===== config.mk =====
export PLATFORM = sky130hd
export DESIGN_NAME = sact_front
export DESIGN_NICKNAME = d
export VERILOG_FILES = /design/src/design/sact_pkg.sv /design/src/design/sact_front.sv
export SDC_FILE = /design/constraint.sdc
export NUM_CORES = 1
export LEC_CHECK = 0
export ABC_AREA = 1
export BUFFER_PORTS_ARGS = -buffer_cell sky130_fd_sc_hd__buf_2
export CORE_AREA = 2 2 80 82
export DETAILED_ROUTE_END_ITERATION = 7
export DIE_AREA = 0 0 82 84
export GPL_TIMING_DRIVEN = 0
export HOLD_SLACK_MARGIN = 0.02
export PLACE_DENSITY = 0.76
export SLEW_MARGIN = 20
export SYNTH_ARGS = -nofsm -noshare
export SYNTH_HDL_FRONTEND = slang
export SYNTH_SLANG_ARGS = --single-unit
export TNS_END_PERCENT = 5

===== constraint.sdc =====
create_clock -name clock -period 2.75 [get_ports clock]
set_clock_uncertainty 0.05 [all_clocks]
set_input_delay 0.1375 -clock clock [delete_from_list [all_inputs] [get_ports clock]]
set_output_delay 0.1375 -clock clock [all_outputs]
set_load 0.02 [all_outputs]

===== src/design/sact_pkg.sv =====
// Package for the set-associative cache tag controller.
// Holds geometry constants, field widths, register indexes and shared types.
// No dependencies.
package sact_pkg;

   localparam int WAYS       = 4;
   localparam int SET_COUNT  = 1024;
   localparam int LINE_BYTES = 32;
   localparam int ADDR_BITS  = 32;

   localparam int OFF_BITS  = $clog2(LINE_BYTES);
   localparam int IDX_BITS  = $clog2(SET_COUNT);
   localparam int TAG_BITS  = ADDR_BITS - OFF_BITS - IDX_BITS;
   localparam int WAY_BITS  = $clog2(WAYS);
   localparam int ROW_BITS  = WAYS * (2 + TAG_BITS + WAY_BITS);

   localparam int HC_BITS   = 8;
   localparam int MC_BITS   = 10;
   localparam int COST_BITS = 12;
   localparam int CNT_BITS  = 32;

   localparam int                      CSR_IDX_BITS      = 2;
   localparam logic [CSR_IDX_BITS-1:0] REG_HIT_CYCLES    = 2'd0;
   localparam logic [CSR_IDX_BITS-1:0] REG_MEMORY_CYCLES = 2'd1;

   localparam logic OP_READ  = 1'b0;
   localparam logic OP_WRITE = 1'b1;

   // one way's entry: valid, dirty, tag, lru rank
   typedef struct packed {
      logic                valid;
      logic                dirty;
      logic [TAG_BITS-1:0] tag;
      logic [WAY_BITS-1:0] rank;
   } way_type;

   typedef way_type [WAYS-1:0] row_type;

   // front-to-back command
   typedef struct packed {
      logic                is_write;
      logic [IDX_BITS-1:0] set_idx;
      logic [TAG_BITS-1:0] tag;
   } cmd_type;

   typedef struct packed {
      logic                is_hit;
      logic [1:0]          way_used;
      logic                write_back;
      logic                evicted_valid;
      logic [16:0]         victim_tag;
      logic [COST_BITS-1:0] access_cost;
      logic [CNT_BITS-1:0] total_cycles;
      logic [CNT_BITS-1:0] hit_count;
      logic [CNT_BITS-1:0] access_count;
   } rsp_type;

   function automatic row_type reset_row();
      row_type r;
      for (int w = 0; w < WAYS; w++) begin
         r[w].valid = 1'b0;
         r[w].dirty = 1'b0;
         r[w].tag   = '0;
         r[w].rank  = WAY_BITS'(w);
      end
      return r;
   endfunction

endpackage


===== src/design/sact_front.sv =====
// Front end: accept accesses, split the address, push commands into a
// two-entry queue. Depends on sact_pkg.
module sact_front import sact_pkg::*; (
   input  logic            clock,
   input  logic            reset,
   input  logic            in_valid,
   output logic            in_ready,
   input  logic            in_write,
   input  logic [31:0]     in_addr,
   output logic            cmd_valid,
   input  logic            cmd_ready,
   output cmd_type         cmd
);
   cmd_type    q_ff [2];
   cmd_type    q_in [2];
   logic [1:0] cnt_ff, cnt_in;
   cmd_type    new_cmd;
   logic       push, pop;
   logic [0:0] slot;

   always_comb begin
      new_cmd.is_write = in_write;
      new_cmd.set_idx  = in_addr[OFF_BITS +: IDX_BITS];
      new_cmd.tag      = in_addr[OFF_BITS + IDX_BITS +: TAG_BITS];
   end

   assign in_ready  = (cnt_ff != 2'd2);
   assign push      = in_valid && in_ready;
   assign cmd_valid = (cnt_ff != 2'd0);
   assign pop       = cmd_valid && cmd_ready;
   assign cmd       = q_ff[0];
   assign slot      = 1'(cnt_ff - {1'b0, pop});

   always_comb begin
      q_in   = q_ff;
      cnt_in = cnt_ff;
      if (pop) begin
         q_in[0] = q_ff[1];
      end
      if (push) begin
         q_in[slot] = new_cmd;
      end
      cnt_in = cnt_ff + {1'b0, push} - {1'b0, pop};
   end

   always_ff @(posedge clock) begin
      if (reset) begin
         cnt_ff <= 2'd0;
      end else begin
         cnt_ff <= cnt_in;
      end
      q_ff <= q_in;
   end
endmodule


==> flow_metrics.env <==
export IMPL_nets=460
export IMPL_timing_critical_path_mode_cell="nor2_1"
export IMPL_rr_worst_depth=10
export IMPL_reg2reg_to="cnt_ff[1]$_SDFF_PP0_"
export IMPL_antennaDiodeCount=0
export IMPL_numPortBuffers=61
export IMPL_final_util_pct=58.4
export IMPL_synth_nets=358
export IMPL_crit_fanout=10
export IMPL_areaGrowthSynthToFinish_pct=34.3
export IMPL_cts_resized=0
export IMPL_cp_start_kind="register"
export IMPL_power_density_mw_per_mm2=1090
export IMPL_grt_pass1_vias=2025
export IMPL_rows=29
export IMPL_finalSetupViolCount=0
export IMPL_synth_cell_types=17
export IMPL_syn_instance_count=320
export IMPL_final_common_cell="nand2_1"
export IMPL_drt_wl_total_mm=5.42
export IMPL_holdPathEnd="cmd[19]$_DFF_P_"
export IMPL_worst_pin_slew_ps=774
export IMPL_die_w_um=82
export IMPL_antenna_found_initial=0
export IMPL_grt_start_max_net_pins=12
export IMPL_core_area_mm2=0.00610
export IMPL_worstPathArrival_ps=1880
export IMPL_yosysSeqAreaShare_pct=54.4
export IMPL_initial_core_util_pct=43.5
export IMPL_synth_seq_cells=58
export IMPL_vdd_drop_max_uv=497
export IMPL_min_delay_start="in_valid"
export IMPL_grt_pass1_wl_mm=8.94
export IMPL_vias_per_cell=4.24
export IMPL_drv_cap=0
export IMPL_status="finished, final reports clean"
export IMPL_track_usage_pct=17.4
export IMPL_syn_avg_cell_area_um2=8.28
export IMPL_cts_buffer_depth=2
export IMPL_drt_antenna_violating_nets=0
export IMPL_die_h_um=84
export IMPL_worst_ep_required_time_ps=2920
export IMPL_critPathMaxStageDelay_ps=370
export IMPL_numCtsBuffers=9
export IMPL_ff2ff_setup_slack_ps=1040
export IMPL_gp_congestion=0.732
export IMPL_worstSetupEndpointType="register"
export IMPL_rsz0062_at_grt="false"
export IMPL_drtIter0Drc=72
export IMPL_period_minus_slack_ps=1710
export IMPL_tns_ps=0
export IMPL_period_share_pct=62.1
export IMPL_dp_hpwl_mm=3.67
export IMPL_path_class="register to register"
export IMPL_insertion_delay_ps=330
export IMPL_yosys_warnings=0
export IMPL_hold_depth=5
export IMPL_post_route_drc_count=0
export IMPL_grt_ovfl_total=0
export IMPL_r2r_start="cnt_ff[0]$_SDFF_PP0_"
export IMPL_drive_gt1_share_pct=27.6
export IMPL_cts_root_buf="clkbuf_8"
export IMPL_hold_viol_final=0
export IMPL_slew_violations=0
export IMPL_syn_area_mm2=0.00265
export IMPL_first_pass_iters=4
export IMPL_die_area_mm2=0.00689
export IMPL_cellLeakagePower_nw=1.92
export IMPL_clk_pin_slew_ps=70
export IMPL_path_cells="nor2_1 -> nor2_1 -> buf_2 -> xnor2_1 -> ha_1 -> inv_1 -> nand2_1 -> nand2_1 -> a21oi_1 -> nor2_1"
export IMPL_fmax_ghz=0.585
export IMPL_routed_via_count=2136
export IMPL_layout_common_cells="nand2_1, buf_2, inv_1"
export IMPL_slew_headroom_pct=48.2
export IMPL_ioPinCount=67
export IMPL_drt_wirelength_per_cell_um=10.8
export IMPL_cts_tree="built"
export IMPL_holdCritPathClass="input pin to register"
export IMPL_clock_sink_count=58
export IMPL_critPathSlowestCell="dfxtp_1"
export IMPL_h_tree_depth=3
-- worst max-delay path: cells and delay by family, from the launching register on --
family	cells	cell delay [ps]
AOI/OAI and AO/OA	1	120
xor gates and xnor gates	1	140
adders and majority gates	1	180
buffers and inverters	2	320
DFF	1	370
and+or+nand+nor	5	440
-- synthesized netlist by cell type, drive strengths merged --
| cell type | number | area share [%] |
|---|---|---|
| buf | 37 | 11 |
| xnor2 | 1 | 0.33 |
| inv | 64 | 9.1 |
| nand2 | 121 | 17 |
| edfxtp | 28 | 32 |
| a21oi | 1 | 0.19 |
| nor2 | 6 | 0.85 |
| dfxtp | 30 | 23 |
| nand3 | 30 | 5.9 |
| ha | 1 | 0.47 |
| clkbuf | 1 | 0.52 |
-- cell type report --
| class | count | area [um^2] |
|---|---|---|
| plain buffers | 38 | 307 |
| clock buffers | 13 | 159 |
| clock inverters | 3 | 40.0 |
| fillers | 569 | 2540 |
| inverters | 64 | 240 |
| multi-input cells | 160 | 663 |
| flip-flops and latches | 58 | 1440 |
| well taps | 77 | 96.3 |
| repair buffers | 91 | 611 |
-- report_power, final --
group / internal, W / total, W / switching [W]
combinational: 0.000794 / 0.00180 / 0.00100
sequential: 0.00118 / 0.00130 / 0.000122
clock: 0.000466 / 0.000786 / 0.000321
total: 0.00244 / 0.00389 / 0.00145
-- per-stage QoR --
step	hold WS (ps)	cell area [um^2]	cells	worst slack [ps]	power, W
finish	214	3560	504	1040	0.00389
global route	226	3560	504	895	0.00422
CTS	193	3560	504	1020	0.00394
detailed placement	262	3070	459	1030	0.00311
global placement	260	3050	458	427	0.00306
floorplan	159	2650	320	984	0.00266
-- repair_timing --
| item | 4_1_cts | 5_1_grt |
|---|---|---|
| hold buffers | 29 | 0 |
| endpoints found under the hold margin | 58 | 0 |
| buffers inserted | 0 | 0 |
| setup endpoints to repair | 0 | 0 |
-- how the worst max path moves through the flow --
stage / cells after the start / slack, ps / startpoint / endpoint
after global placement: 2 / 430 / cnt_ff[0]$_SDFF_PP0_ / register
after CTS: 10 / 1020 / cnt_ff[0]$_SDFF_PP0_ / cnt_ff[1]$_SDFF_PP0_
final: 10 / 1040 / cnt_ff[0]$_SDFF_PP0_ / cnt_ff[1]$_SDFF_PP0_
after floorplan: 2 / 980 / cnt_ff[0]$_SDFF_PP0_ / register
after global routing: 10 / 890 / cnt_ff[0]$_SDFF_PP0_ / cnt_ff[1]$_SDFF_PP0_
after detailed placement: 10 / 1030 / cnt_ff[0]$_SDFF_PP0_ / cnt_ff[1]$_SDFF_PP0_
-- kinds of logic after synthesis --
group                    Yosys count  synth area share [%]
AO/OA/AOI/OAI                      1                 0.189
XOR/XNOR                           1                 0.331
adder cells (fa/ha/maj)            1                 0.472
buffers and inverters            102                  20.6
flip-flops                        58                  54.4
AND/OR/NAND/NOR                  157                  23.9
-- per-layer routing --
layer | up-vias | GRT usage [%] | share of wire (%)
li1 | 1133 | - | -
met1 | 945 | 19.8 | 43
met2 | 48 | 29.9 | 51
met3 | 10 | 5.30 | 4.7
met4 | 0 | 6.52 | 1.6
met5 | - | 0 | 0
(Power assumes the default switching activity.)
